===== src/hw/rtl/pnoa_pkg.sv =====
// ----------------------------------------------------------------------------
// PPP NCP option automaton package
// Codes, state encoding, sizes and helper functions for the automaton.
// ----------------------------------------------------------------------------
package pnoa_pkg;

  // Width of the retransmit timer.
  localparam int TIMER_WIDTH = 16;
  localparam logic [31:0] TIMER_MAX = 32'((64'd1 << TIMER_WIDTH) - 64'd1);

  // Reset values of the configuration registers.
  localparam logic [7:0]  MAX_CONFIGURE_RST = 8'd10;
  localparam logic [7:0]  MAX_TERMINATE_RST = 8'd2;
  localparam logic [7:0]  MAX_NAK_RST       = 8'd5;
  localparam logic [15:0] TIMEOUT_TICKS_RST = 16'd3000;
  localparam logic [7:0]  ID_SEED_RST       = 8'd0;

  // Offset applied to the identifier generator on a collision.
  localparam logic [7:0] IDENT_DODGE = 8'd128;

  // Automaton states.
  typedef enum logic [5:0] {
    ST_INITIAL  = 6'b000001,
    ST_REQ_SENT = 6'b000010,
    ST_ACK_RCVD = 6'b000100,
    ST_ACK_SENT = 6'b001000,
    ST_OPENED   = 6'b010000,
    ST_CLOSING  = 6'b100000
  } state_t;

  // Event codes.
  typedef enum logic [3:0] {
    OP_UP          = 4'd0,
    OP_DOWN        = 4'd1,
    OP_TICK        = 4'd2,
    OP_RCR_GOOD    = 4'd3,
    OP_RCR_BAD     = 4'd4,
    OP_RCR_INVALID = 4'd5,
    OP_RCA         = 4'd6,
    OP_RCN_NAK     = 4'd7,
    OP_RCN_REJECT  = 4'd8,
    OP_RTR         = 4'd9,
    OP_RTA         = 4'd10,
    OP_RXJ_BAD     = 4'd11,
    OP_UNKNOWN     = 4'd12
  } op_t;

  // Link phases carried by a down event.
  typedef enum logic [1:0] {
    LINK_DOWN        = 2'd0,
    LINK_ESTABLISHED = 2'd1
  } link_t;

  // Reply kinds for a bad configure request.
  localparam logic REPLY_NAK = 1'b0;

  // Configuration register indexes.
  typedef enum logic [2:0] {
    CFG_MAX_CONFIGURE = 3'd0,
    CFG_MAX_TERMINATE = 3'd1,
    CFG_MAX_NAK       = 3'd2,
    CFG_TIMEOUT_TICKS = 3'd3,
    CFG_SERVER_MODE   = 3'd4,
    CFG_ID_SEED       = 3'd5
  } cfg_idx_t;

  // Nak reply codes.
  typedef enum logic [1:0] {
    NAK_NONE = 2'd0,
    NAK_NAK  = 2'd1,
    NAK_REJ  = 2'd2
  } nak_t;

  // Upper layer report codes.
  typedef enum logic [1:0] {
    LAYER_NONE      = 2'd0,
    LAYER_UP        = 2'd1,
    LAYER_DOWN      = 2'd2,
    LAYER_UP_FAILED = 2'd3
  } layer_t;

  // Phase report codes.
  typedef enum logic [1:0] {
    PHASE_NONE       = 2'd0,
    PHASE_UP_START   = 2'd1,
    PHASE_DOWN_START = 2'd2
  } phase_t;

  // Numeric state code as reported in the result word.
  function automatic logic [2:0] state_code(input state_t s);
    logic [2:0] c;
    c = 3'd0;
    unique case (s)
      ST_INITIAL:  c = 3'd0;
      ST_REQ_SENT: c = 3'd1;
      ST_ACK_RCVD: c = 3'd2;
      ST_ACK_SENT: c = 3'd3;
      ST_OPENED:   c = 3'd4;
      ST_CLOSING:  c = 3'd5;
      default:     c = 3'd0;
    endcase
    return c;
  endfunction

  // Timer load value: zero acts as one and the value is clipped to the timer.
  function automatic logic [TIMER_WIDTH-1:0] arm_value(input logic [15:0] t);
    logic [31:0] w;
    w = {16'd0, t};
    if (w == 32'd0) begin
      w = 32'd1;
    end
    if (w > TIMER_MAX) begin
      w = TIMER_MAX;
    end
    return w[TIMER_WIDTH-1:0];
  endfunction

endpackage


===== src/hw/rtl/ppp_ncp_option_automaton_core.sv =====
// ----------------------------------------------------------------------------
// PPP NCP option negotiation automaton
// Result path: an accepted event word is held in the input register, and its result
// word is written to the result register when that is free or being read. Throughput:
// one event word per cycle while the result channel is not stalled.
// Reset: state returns to initial, counters and timer clear, configuration
// registers take their defaults and the identifier generator loads its seed.
// ----------------------------------------------------------------------------
module ppp_ncp_option_automaton_core
  import pnoa_pkg::*;
(
  input  logic        clk,
  input  logic        rst,
  // Event channel.
  input  logic        s_tvalid,
  output logic        s_tready,
  input  logic [15:0] s_tdata,   // packet_ident[7:0], link_phase[9:8], reply_kind[10]
  input  logic [3:0]  s_tuser,   // operation[3:0]
  // Result channel.
  output logic        m_tvalid,
  input  logic        m_tready,
  // new_state[2:0], send_conf_request[3], send_conf_ack[4], send_nak_kind[6:5],
  // send_term_request[7], send_term_ack[8], send_code_reject[9],
  // outgoing_ident[17:10], layer_report[19:18], phase_report[21:20],
  // illegal_event[22], ident_mismatch[23]
  output logic [23:0] m_tdata,
  // Configuration write channel.
  input  logic        cfg_valid,
  output logic        cfg_ready,
  input  logic [2:0]  cfg_index,
  input  logic [15:0] cfg_data
);

  // Configuration registers.
  logic [7:0]  max_configure;
  logic [7:0]  max_terminate;
  logic [7:0]  max_nak;
  logic [15:0] timeout_ticks;
  logic        server_mode;

  // Automaton state.
  state_t                 st;
  logic [7:0]             configure_count;
  logic [7:0]             terminate_count;
  logic [7:0]             nak_count;
  logic [TIMER_WIDTH-1:0] timer_left;
  logic [7:0]             next_ident;
  logic [7:0]             request_ident;
  logic [7:0]             terminate_ident;

  // Input register.
  logic       in_valid;
  op_t        in_op;
  logic [7:0] in_pid;
  logic [1:0] in_phase;
  logic       in_kind;

  logic advance;

  // Decoded actions of the current event.
  state_t nst;
  logic   went;
  logic   do_restart;
  logic   do_zero;
  logic   do_nakdec;
  logic   do_req;
  logic   do_term;
  logic   do_cj;
  logic   do_arm;
  logic   do_dodge;
  logic   tick_dec;
  logic   ack;
  logic   tack;
  logic   ill;
  logic   mis;
  nak_t   nak_kind;
  layer_t layer;
  phase_t phase;

  // Next values of the state.
  logic [7:0]             ni_d;
  logic [7:0]             cc_r;
  logic [7:0]             tc_r;
  logic [7:0]             nc_r;
  logic                   take_id;
  logic [7:0]             out_ident;
  logic [7:0]             configure_count_next;
  logic [7:0]             terminate_count_next;
  logic [7:0]             nak_count_next;
  logic [7:0]             next_ident_next;
  logic [7:0]             request_ident_next;
  logic [7:0]             terminate_ident_next;
  logic [TIMER_WIDTH-1:0] timer_left_next;

  // The held event moves on when the result register is free or being read.
  assign advance   = in_valid && (!m_tvalid || m_tready);
  assign s_tready  = !in_valid || advance;
  assign cfg_ready = 1'b1;

  // Transition decode: one arm per event code, then per state.
  always_comb begin
    nst        = st;
    went       = 1'b0;
    do_restart = 1'b0;
    do_zero    = 1'b0;
    do_nakdec  = 1'b0;
    do_req     = 1'b0;
    do_term    = 1'b0;
    do_cj      = 1'b0;
    do_arm     = 1'b0;
    do_dodge   = 1'b0;
    tick_dec   = 1'b0;
    ack        = 1'b0;
    tack       = 1'b0;
    ill        = 1'b0;
    mis        = 1'b0;
    nak_kind   = NAK_NONE;
    layer      = LAYER_NONE;
    unique case (in_op)
      OP_UP: begin
        if (!server_mode && st == ST_INITIAL) begin
          nst = ST_REQ_SENT; went = 1'b1; do_restart = 1'b1; do_req = 1'b1;
        end
      end
      OP_DOWN: begin
        if (in_phase == LINK_DOWN) begin
          nst = ST_INITIAL; went = 1'b1; layer = LAYER_DOWN;
        end else if (in_phase == LINK_ESTABLISHED && st != ST_INITIAL &&
                     st != ST_CLOSING) begin
          nst = ST_CLOSING; went = 1'b1; do_restart = 1'b1; do_term = 1'b1;
        end
      end
      OP_TICK: begin
        if (timer_left != '0) begin
          tick_dec = 1'b1;
          if (timer_left == TIMER_WIDTH'(1)) begin
            unique case (st)
              ST_CLOSING: begin
                if (terminate_count == 8'd0) begin
                  nst = ST_INITIAL; went = 1'b1; layer = LAYER_DOWN;
                end else begin
                  do_term = 1'b1;
                end
              end
              ST_REQ_SENT, ST_ACK_RCVD, ST_ACK_SENT: begin
                if (configure_count == 8'd0) begin
                  nst = ST_INITIAL; went = 1'b1; layer = LAYER_UP_FAILED;
                end else begin
                  if (st == ST_ACK_RCVD) begin
                    nst = ST_REQ_SENT; went = 1'b1;
                  end
                  do_req = 1'b1;
                end
              end
              default: ;
            endcase
          end
        end
      end
      OP_RCR_GOOD: begin
        do_dodge = 1'b1;
        unique case (st)
          ST_INITIAL: begin
            nst = ST_ACK_SENT; went = 1'b1; do_restart = 1'b1; do_req = 1'b1;
            ack = 1'b1;
          end
          ST_REQ_SENT, ST_ACK_SENT: begin
            nst = ST_ACK_SENT; went = 1'b1; ack = 1'b1;
          end
          ST_ACK_RCVD: begin
            nst = ST_OPENED; went = 1'b1; ack = 1'b1; layer = LAYER_UP;
          end
          ST_OPENED: begin
            nst = ST_ACK_SENT; went = 1'b1; do_req = 1'b1; ack = 1'b1;
          end
          default: ;
        endcase
      end
      OP_RCR_BAD: begin
        do_dodge = 1'b1;
        if (st != ST_CLOSING) begin
          if (st == ST_OPENED) begin
            nst = ST_REQ_SENT; went = 1'b1; do_req = 1'b1;
          end else if (st == ST_ACK_SENT) begin
            nst = ST_REQ_SENT; went = 1'b1;
          end
          if (in_kind == REPLY_NAK && nak_count != 8'd0) begin
            do_nakdec = 1'b1; nak_kind = NAK_NAK;
          end else begin
            nak_kind = NAK_REJ;
          end
        end
      end
      OP_RCR_INVALID: begin
        do_dodge = 1'b1;
        nst = ST_INITIAL; went = 1'b1; layer = LAYER_UP_FAILED;
      end
      OP_RCA: begin
        if (in_pid != request_ident) begin
          mis = 1'b1;
        end else begin
          unique case (st)
            ST_INITIAL: ill = 1'b1;
            ST_REQ_SENT: begin
              nst = ST_ACK_RCVD; went = 1'b1; do_restart = 1'b1;
            end
            ST_ACK_RCVD, ST_OPENED: begin
              nst = ST_REQ_SENT; went = 1'b1; do_req = 1'b1;
            end
            ST_ACK_SENT: begin
              nst = ST_OPENED; went = 1'b1; do_restart = 1'b1; layer = LAYER_UP;
            end
            default: ;
          endcase
        end
      end
      OP_RCN_NAK: begin
        if (in_pid != request_ident) begin
          mis = 1'b1;
        end else begin
          unique case (st)
            ST_INITIAL: ill = 1'b1;
            ST_REQ_SENT, ST_ACK_SENT: begin
              do_restart = 1'b1; do_req = 1'b1;
            end
            ST_ACK_RCVD, ST_OPENED: begin
              nst = ST_REQ_SENT; went = 1'b1; do_req = 1'b1;
            end
            default: ;
          endcase
        end
      end
      OP_RCN_REJECT: begin
        if (in_pid != request_ident) begin
          mis = 1'b1;
        end else begin
          nst = ST_INITIAL; went = 1'b1; layer = LAYER_UP_FAILED;
        end
      end
      OP_RTR: begin
        do_dodge = 1'b1;
        unique case (st)
          ST_INITIAL: ill = 1'b1;
          ST_ACK_RCVD, ST_ACK_SENT: begin
            nst = ST_REQ_SENT; went = 1'b1; tack = 1'b1;
          end
          ST_CLOSING, ST_REQ_SENT: tack = 1'b1;
          ST_OPENED: begin
            nst = ST_CLOSING; went = 1'b1; do_zero = 1'b1; do_arm = 1'b1;
            tack = 1'b1;
          end
          default: ;
        endcase
      end
      OP_RTA: begin
        if (in_pid != terminate_ident) begin
          mis = 1'b1;
        end else begin
          unique case (st)
            ST_INITIAL: ill = 1'b1;
            ST_CLOSING: begin
              nst = ST_INITIAL; went = 1'b1; layer = LAYER_DOWN;
            end
            ST_ACK_RCVD: begin
              nst = ST_REQ_SENT; went = 1'b1;
            end
            ST_OPENED: begin
              nst = ST_REQ_SENT; went = 1'b1; do_req = 1'b1;
            end
            default: ;
          endcase
        end
      end
      OP_RXJ_BAD: begin
        unique case (st)
          ST_INITIAL: ill = 1'b1;
          ST_CLOSING: begin
            nst = ST_INITIAL; went = 1'b1; layer = LAYER_DOWN;
          end
          ST_REQ_SENT, ST_ACK_RCVD, ST_ACK_SENT: begin
            nst = ST_INITIAL; went = 1'b1; layer = LAYER_UP_FAILED;
          end
          ST_OPENED: begin
            nst = ST_CLOSING; went = 1'b1; do_restart = 1'b1; do_term = 1'b1;
          end
          default: ;
        endcase
      end
      OP_UNKNOWN: do_cj = 1'b1;
      default: ;
    endcase
  end

  // Phase report: leaving initial starts the layer, leaving opened stops it.
  always_comb begin
    phase = PHASE_NONE;
    if (went && nst != st) begin
      if (st == ST_INITIAL) begin
        phase = PHASE_UP_START;
      end else if (st == ST_OPENED) begin
        phase = PHASE_DOWN_START;
      end
    end
  end

  // Counter, identifier and timer updates, applied in the order of the protocol.
  always_comb begin
    ni_d = (do_dodge && next_ident == in_pid) ? 8'(next_ident + IDENT_DODGE)
                                               : next_ident;
    cc_r = do_restart ? max_configure : (do_zero ? 8'd0 : configure_count);
    tc_r = do_restart ? max_terminate : (do_zero ? 8'd0 : terminate_count);
    nc_r = do_restart ? max_nak       : (do_zero ? 8'd0 : nak_count);

    configure_count_next = (do_req && cc_r != 8'd0) ? 8'(cc_r - 8'd1) : cc_r;
    terminate_count_next = (do_term && tc_r != 8'd0) ? 8'(tc_r - 8'd1) : tc_r;
    nak_count_next       = do_nakdec ? 8'(nc_r - 8'd1) : nc_r;

    take_id              = do_req || do_term || do_cj;
    out_ident            = take_id ? ni_d : 8'd0;
    next_ident_next      = take_id ? 8'(ni_d + 8'd1) : ni_d;
    request_ident_next   = do_req ? ni_d : request_ident;
    terminate_ident_next = do_term ? ni_d : terminate_ident;

    timer_left_next = tick_dec ? TIMER_WIDTH'(timer_left - TIMER_WIDTH'(1)) : timer_left;
    if (went && (nst == ST_INITIAL || nst == ST_OPENED)) begin
      timer_left_next = '0;
    end
    if (do_req || do_term || do_arm) begin
      timer_left_next = arm_value(timeout_ticks);
    end
  end

  // Input register control.
  always_ff @(posedge clk) begin
    if (rst) begin
      in_valid <= 1'b0;
    end else if (s_tvalid && s_tready) begin
      in_valid <= 1'b1;
    end else if (advance) begin
      in_valid <= 1'b0;
    end
  end

  // Input register payload.
  always_ff @(posedge clk) begin
    if (s_tvalid && s_tready) begin
      in_op    <= op_t'(s_tuser);
      in_pid   <= s_tdata[7:0];
      in_phase <= s_tdata[9:8];
      in_kind  <= s_tdata[10];
    end
  end

  // Automaton state and configuration registers.
  always_ff @(posedge clk) begin
    if (rst) begin
      st              <= ST_INITIAL;
      configure_count <= 8'd0;
      terminate_count <= 8'd0;
      nak_count       <= 8'd0;
      timer_left      <= '0;
      next_ident      <= ID_SEED_RST;
      request_ident   <= 8'd0;
      terminate_ident <= 8'd0;
      max_configure   <= MAX_CONFIGURE_RST;
      max_terminate   <= MAX_TERMINATE_RST;
      max_nak         <= MAX_NAK_RST;
      timeout_ticks   <= TIMEOUT_TICKS_RST;
      server_mode     <= 1'b0;
    end else begin
      if (advance) begin
        st              <= nst;
        configure_count <= configure_count_next;
        terminate_count <= terminate_count_next;
        nak_count       <= nak_count_next;
        timer_left      <= timer_left_next;
        next_ident      <= next_ident_next;
        request_ident   <= request_ident_next;
        terminate_ident <= terminate_ident_next;
      end
      if (cfg_valid && cfg_ready) begin
        unique case (cfg_idx_t'(cfg_index))
          CFG_MAX_CONFIGURE: max_configure <= cfg_data[7:0];
          CFG_MAX_TERMINATE: max_terminate <= cfg_data[7:0];
          CFG_MAX_NAK:       max_nak       <= cfg_data[7:0];
          CFG_TIMEOUT_TICKS: timeout_ticks <= cfg_data;
          CFG_SERVER_MODE:   server_mode   <= cfg_data[0];
          CFG_ID_SEED:       next_ident    <= cfg_data[7:0];
          default: ;
        endcase
      end
    end
  end

  // Result register control.
  always_ff @(posedge clk) begin
    if (rst) begin
      m_tvalid <= 1'b0;
    end else if (advance) begin
      m_tvalid <= 1'b1;
    end else if (m_tready) begin
      m_tvalid <= 1'b0;
    end
  end

  // Result register payload.
  always_ff @(posedge clk) begin
    if (advance) begin
      m_tdata <= {mis, ill, phase, layer, out_ident, do_cj, tack, do_term,
                  nak_kind, ack, do_req, state_code(nst)};
    end
  end

endmodule


===== config.mk =====
export PLATFORM = sky130hd
export DESIGN_NAME = ppp_ncp_option_automaton_core
export DESIGN_NICKNAME = d
export VERILOG_FILES = /design/src/hw/rtl/pnoa_pkg.sv /design/src/hw/rtl/ppp_ncp_option_automaton_core.sv
export SDC_FILE = /design/constraint.sdc
export NUM_CORES = 1
export LEC_CHECK = 0
export CAP_MARGIN = 40
export CORE_ASPECT_RATIO = 2
export CORE_MARGIN = 4
export CORE_UTILIZATION = 65
export CTS_CLUSTER_SIZE = 8
export DETAILED_ROUTE_END_ITERATION = 8
export DONT_BUFFER_PORTS = 1
export GPL_TIMING_DRIVEN = 0
export PLACE_DENSITY_LB_ADDON = 0.12
export SLEW_MARGIN = 0
export SYNTH_ARGS = -nofsm -noshare
export SYNTH_HDL_FRONTEND = slang
export SYNTH_SLANG_ARGS = --single-unit

===== constraint.sdc =====
create_clock -name clk -period 4.2 [get_ports clk]
set_input_delay 1.05 -clock clk [delete_from_list [all_inputs] [get_ports clk]]
set_output_delay 1.05 -clock clk [all_outputs]
set_load 0.1 [all_outputs]

### Word-level counts from Yosys, hierarchy flattened

Cells that the tools add are included.

| storage, ports and cells | value |
|---|---|
| word-level logic and storage cells | 252 |
| output and inout bits | 27 |
| input port bits | 44 |
| flip-flop bits (word level) | 152 |

| operators by class | value |
|---|---|
| add/sub/neg operators | 6 |
| bitwise operators | 2 |
| equal/unequal tests | 37 |
| reduce and logical (&&, ||, !) cells | 59 |
| muxes and demuxes | 121 |
| order comparisons | 1 |

Operators by type and width:

| cell | number |
|---|---|
| $mux W8 | 14 |
| $mux W6 | 16 |
| $mux W16 | 5 |
| $pmux W6 S12 | 1 |
| $pmux W6 S2 | 5 |
| $mux W1 | 57 |
| $gt A32 B16 Y1 const B | 1 |
| $mux W32 | 1 |
| $reduce_bool A8 Y1 | 3 |
| $sub A8 B1 Y8 const B | 3 |
| $eq A4 B4 Y1 const B | 5 |
| $mux W2 | 10 |
| $pmux W6 S3 | 1 |
| $reduce_and A2 Y1 | 9 |
| $eq A16 B1 Y1 const B | 1 |
| $eq A4 B3 Y1 const B | 4 |
| $logic_not A16 Y1 | 1 |
| $logic_not A8 Y1 | 2 |
| $ne A8 B8 Y1 | 2 |
| $pmux W2 S8 | 1 |
| $reduce_bool A16 Y1 | 1 |
| $reduce_or A4 Y1 | 4 |
| $sub A16 B1 Y16 const B | 1 |
| $pmux W3 S5 | 1 |
| 36 further kinds | 77 |

### Logic depth before layout (Yosys ltp)

| depth | value |
|---|---|
| depth after elaboration | 12 |
| gate-level depth with buffers | 14 |
| gate-level depth less buffers | 12 |

### Worst setup path before layout

Ideal clock, no wire load.

| path | value |
|---|---|
| path type | register to register |
| start point | register in_op[1] |
| end point | register configure_count[3] |
| period minus slack after synthesis | 3.399 ns |
| stages on the path, launching flop included | 13 |
| path buffers | 2 |
| setup time | 0.122 ns |
| arrival time | 3.277 ns |
| required time | 4.078 ns |
| setup slack | 0.801 ns |
| cells stage by stage | edfxtp_1 clkbuf_1 or4b_2 a211o_1 o21ai_0 a211oi_2 buf_2 mux2i_1 ha_1 a41oi_2 nand3_1 nor3b_1 a311o_1 |

| on the way | value |
|---|---|
| longest elaborated chain between the ends | 7 |
| elaborated cells between the ends (all ways) | 20 |
| classes of those cells | 1 x add/sub; 9 x eq/ne; 6 x mux; 4 x reduce/logical |

Ends and longest elaborated chain:

| element | line | source |
|---|---|---|
| start: declaration | ppp_ncp_option_automaton_core.sv:53 | `op_t in_op;` |
| start signal: assignment | ppp_ncp_option_automaton_core.sv:347 | `in_op <= op_t'(s_tuser);` |
| branches (longest 6 deep; another with $sub A8 B1 Y8) | - |  |
| $mux W8 * | ppp_ncp_option_automaton_core.sv:314 | `configure_count_next = (do_req && cc_r != 8'd0) ? 8'(cc_r - 8'd1) : cc_r;` |
| end signal: assignment | ppp_ncp_option_automaton_core.sv:373 | `configure_count <= configure_count_next;` |
| end: declaration | ppp_ncp_option_automaton_core.sv:43 | `logic [7:0] configure_count;` |

Mark *: on every way between the ends.
A chain may end at the register's enable or synchronous reset.

### Final worst setup path

| path | value |
|---|---|
| start point | register in_op[3] |
| end point | register timer_left[2] |

| on the way | value |
|---|---|
| longest elaborated chain between the ends | 7 |
| elaborated cells between the ends (all ways) | 28 |
| classes of those cells | 13 x eq/ne; 8 x mux; 7 x reduce/logical |

Ends and longest elaborated chain:

| element | line | source |
|---|---|---|
| $eq A4 B4 Y1, or another cell as far along | ppp_ncp_option_automaton_core.sv:119 | `unique case (in_op)` |
| $pmux W6 S12 | ppp_ncp_option_automaton_core.sv:119 |  |
| $eq A6 B1 Y1 / $eq A6 B5 Y1 (equally long branches) | ppp_ncp_option_automaton_core.sv:325 | `if (went && (nst == ST_INITIAL \|\| nst == ST_OPENED)) begin` |
| $logic_or A1 B1 Y1 | ppp_ncp_option_automaton_core.sv:325 |  |
| $logic_and A1 B1 Y1 | ppp_ncp_option_automaton_core.sv:325 |  |
| $reduce_bool A3 Y1 (no source line) / $mux W16 (equally long branches) | - |  |
| $reduce_and A2 Y1 (no source line) / $mux W16 (equally long branches) | - |  |
| end signal: assignment | ppp_ncp_option_automaton_core.sv:376 | `timer_left <= timer_left_next;` |
| end: declaration | ppp_ncp_option_automaton_core.sv:46 | `logic [TIMER_WIDTH-1:0] timer_left;` |

Several ways; a longest one is shown, not always the timed one.

==> impl_metrics.csv <==
group,metric,value,unit
layout,area_growth,13.35,%
layout,reg_top3,"m_tdata (24), timeout_ticks (16), timer_left (16)",
cts,cts-buffers-inserted,17,
layout,top_register,"m_tdata",
layout,fill_cells,948,
layout,fin_cells,1284,
die,io-pin-count,71,
yosys,ys_seq_area_share,38.04,%
die,fp.coreArea,13510,um^2
cts,insertion_delay,0.43,ns
critical_path,critPathTopFamily,"simple AND/OR/NAND/NOR gates",
critical_path,path_cells,"clkbuf_1 > nand2b_1 > clkbuf_1 > nor3_1 > buf_2 > a211oi_1 > o21ai_0 > nor4_2 > nor2b_1 > nor4_4 > buf_6 > nor2_1 > a311o_1",
yosys,syn_area_per_cell,8.381,um^2
routing,routed_via_density,7.146,
layout,layout-drive-gt1-share,10.54,%
placement,dpl-instance-area,9462,um^2
die,fp.dieW,91.33,um
cts,hold_buffers,0,
cts,clkSinkCount,152,
yosys,syn_area,9026,um^2
critical_path,cp_slowest_cell,"nor4_4",
critical_path,end_kind,"flip-flop",
die,initial_core_util,66.80,%
layout,fin_nets,1169,
routing,ant_nets,0,
sta,relSlewSlack,40.52,%
yosys,yosys.area.top_type,"dfxtp_1",
routing,routedWlPerCell,24.67,um
yosys,syn_inst,1077,
pwr,p_leak,3.734,nW
sta,slew_violations,0,
yosys,async_flop_share,0,%
sta,fin_crit_sh,100.3,%
pwr,power.density,377.0,nW/um^2
cts,cts_max_level,4,
critical_path,start_kind,"flip-flop",
sta,skew,0.01013,ns
job,maxCapViolations,0,
critical_path,cp_data_required_time,4.51,ns
critical_path,critPathKind,"flip-flop to flip-flop",
yosys,synth-edff-count,39,
layout,diodes,0,
global_routing,grt_use_total,39.06,%
yosys,synth.distinct_cells,89,
worst_hold_path,hp-class,"flip-flop to flip-flop",
layout,design_area,10230,um^2
cts,cts_tree,"yes",
die,dieArea,15950,um^2
global_routing,grt_max_degree,25,
global_routing,antenna_found_initial,0,
die,fp.dieH,174.7,um
layout,largest_reg_flops,24,
routing,vias,9175,
cts,cts.root.buffer_cell,"clkbuf_16",
yosys,ys_seq_elements,152,
yosys,synth-warning-count,0,
routing,drtIter0Drc,770,
yosys,synth_top_area_share,25.06,%
sta,max_freq,237.4,MHz
routing,first_pass_iters,6,
sta,hold_violations,0,
sta,setup_viol,1,
yosys,syn_nets,1130,
critical_path,cp_data_arrival_time,4.52,ns
outcome,violations,"negative setup slack",
cts,clk_path_buf_depth,2,
placement,place_congestion,1.058,
critical_path,crit_top_cell,"clkbuf_1",
pwr,vdd_drop_max,0.0003117,V
global_routing,grt_pass1_wl,48.32,mm
sta,period_minus_slack,4.213,ns
routing,wl,31.68,mm
placement,placed_cells,1247,
routing,drc,0,
placement,io_buffers,0,
sta,rsz0062_at_grt,"true",
global_routing,first_global_vias,9001,
sta,setup_slack,-0.01297,ns
yosys,ys_top_cells_by_area,"dfxtp_1, edfxtp_1, nand2_1, mux2i_1, nor2_1",
sta,tightest_slew,0.8941,ns
die,rows,60,
yosys,synth-main-ff-cell,"dfxtp_1",
outcome,status,"finished with violations",
global_routing,gr-total-overflow,0,
critical_path,crit_path_max_fanout,10,
critical_path,critPathBufInv,4,
placement,dp_hpwl,23.25,mm
critical_path,cpPeakStageDelay,0.52,ns
cts,cts.clk_slew.worst_paths,0.07,ns
-- repair_timing --
item	in CTS	in global routing
buffers inserted	0	4
pin swaps	0	4
endpoints found under the setup margin	10	41
resized for setup	2	28
-- stage by stage --
step / hold slack, ns / util, % / TNS (ns) / power, mW / setup WS, ns
after floorplan: 0.4357 / - / 0 / 2.080 / 0.8011
after global placement: 0.4454 / 68.23 / -0.8364 / 2.223 / -0.1928
after detailed placement: 0.4618 / 70.02 / -0.2588 / 2.253 / -0.1117
after CTS: 0.4714 / 74.57 / -0.07498 / 3.805 / -0.07498
after global routing: 0.4912 / 75.71 / -0.07998 / 3.959 / -0.05928
final: 0.4714 / 75.71 / -0.01297 / 3.858 / -0.01297
-- layout make-up --
cell class                 count  area (um^2)  share of cell area, %
timing repair buffer          21        302.8                  2.960
inverter                      17        63.81                 0.6237
sequential                   152         3433                  33.56
buffer                        69        300.3                  2.935
multi-input combinational    838         5334                  52.13
tap                          155        193.9                  1.896
clock inverter                13        148.9                  1.455
clock buffer                  19        454.2                  4.439
-- path summary, 6_finish.rpt --
kind	from	endpoint	slack, ns	depth (start not counted)
hold reg to reg	timeout_ticks[13]	timeout_ticks[13]	0.47	2
setup / recovery	in_op[3]	timer_left[2]	-0.01	13
hold / removal	timeout_ticks[13]	timeout_ticks[13]	0.47	2
setup reg to reg	in_op[3]	timer_left[2]	-0.01	13
-- synthesized netlist by cell type, types with 16 or more instances --
cell type / count
nor2_1: 103
clkbuf_1: 51
nand2_1: 143
mux2i_1: 50
xor2_1: 21
xnor2_1: 40
a21oi_1: 55
dfxtp_1: 113
or3_1: 17
and2_1: 27
nand3_1: 38
nor2b_1: 16
a211oi_1: 17
nor3_1: 34
nand4_1: 19
a31oi_1: 25
nor4_1: 23
o21ai_0: 34
edfxtp_1: 39
-- cells in the final DEF (no fill, tap or decap), types with 28 or more instances in the layout --
cell type	instances
nand3_1	37
dfxtp_1	113
o21ai_0	32
nand2_1	143
mux2i_1	49
a21oi_1	55
clkbuf_1	46
edfxtp_1	39
nor3_1	28
xnor2_1	40
nor2_1	103
-- cells by family (layout without fill, tap and decap cells) --
kind of cell	count (synthesis)	count (layout)	share of synthesized area, %
xor+xnor	61	61	5.919
fa+ha+maj	9	9	1.248
compound gates	229	229	17.99
other cells	1	1	0.04155
simple gates	485	485	26.88
buf+inv	87	139	3.964
mux	53	53	5.919
flops	152	152	38.04
-- worst register-to-register path: stages, from the launching register on --
cell,delay [ns]
edfxtp_1,0.36
clkbuf_1,0.36
nand2b_1,0.17
clkbuf_1,0.37
nor3_1,0.09
buf_2,0.19
a211oi_1,0.47
o21ai_0,0.38
nor4_2,0.39
nor2b_1,0.21
nor4_4,0.52
buf_6,0.22
nor2_1,0.06
a311o_1,0.31
-- where the power goes --
part / switching [mW] / total, mW / leakage [nW] / internal (mW)
Combinational: 0.414 / 0.623 / 2.14 / 0.208
Sequential: 0.0933 / 1.64 / 1.29 / 1.55
Clock: 0.707 / 1.59 / 0.300 / 0.883
Total: 1.21 / 3.86 / 3.73 / 2.64
-- per-layer routing --
metal / track usage [%] / up-vias / share of wire (%)
met4: 28.40 / 0 / 8.6
met2: 70.59 / 687 / 51
met5: 0 / - / 0
li1: - / 4017 / -
met3: 8.057 / 228 / 8.0
met1: 38.66 / 4243 / 32
No activity file was read; power rests on OpenSTA's default activity.
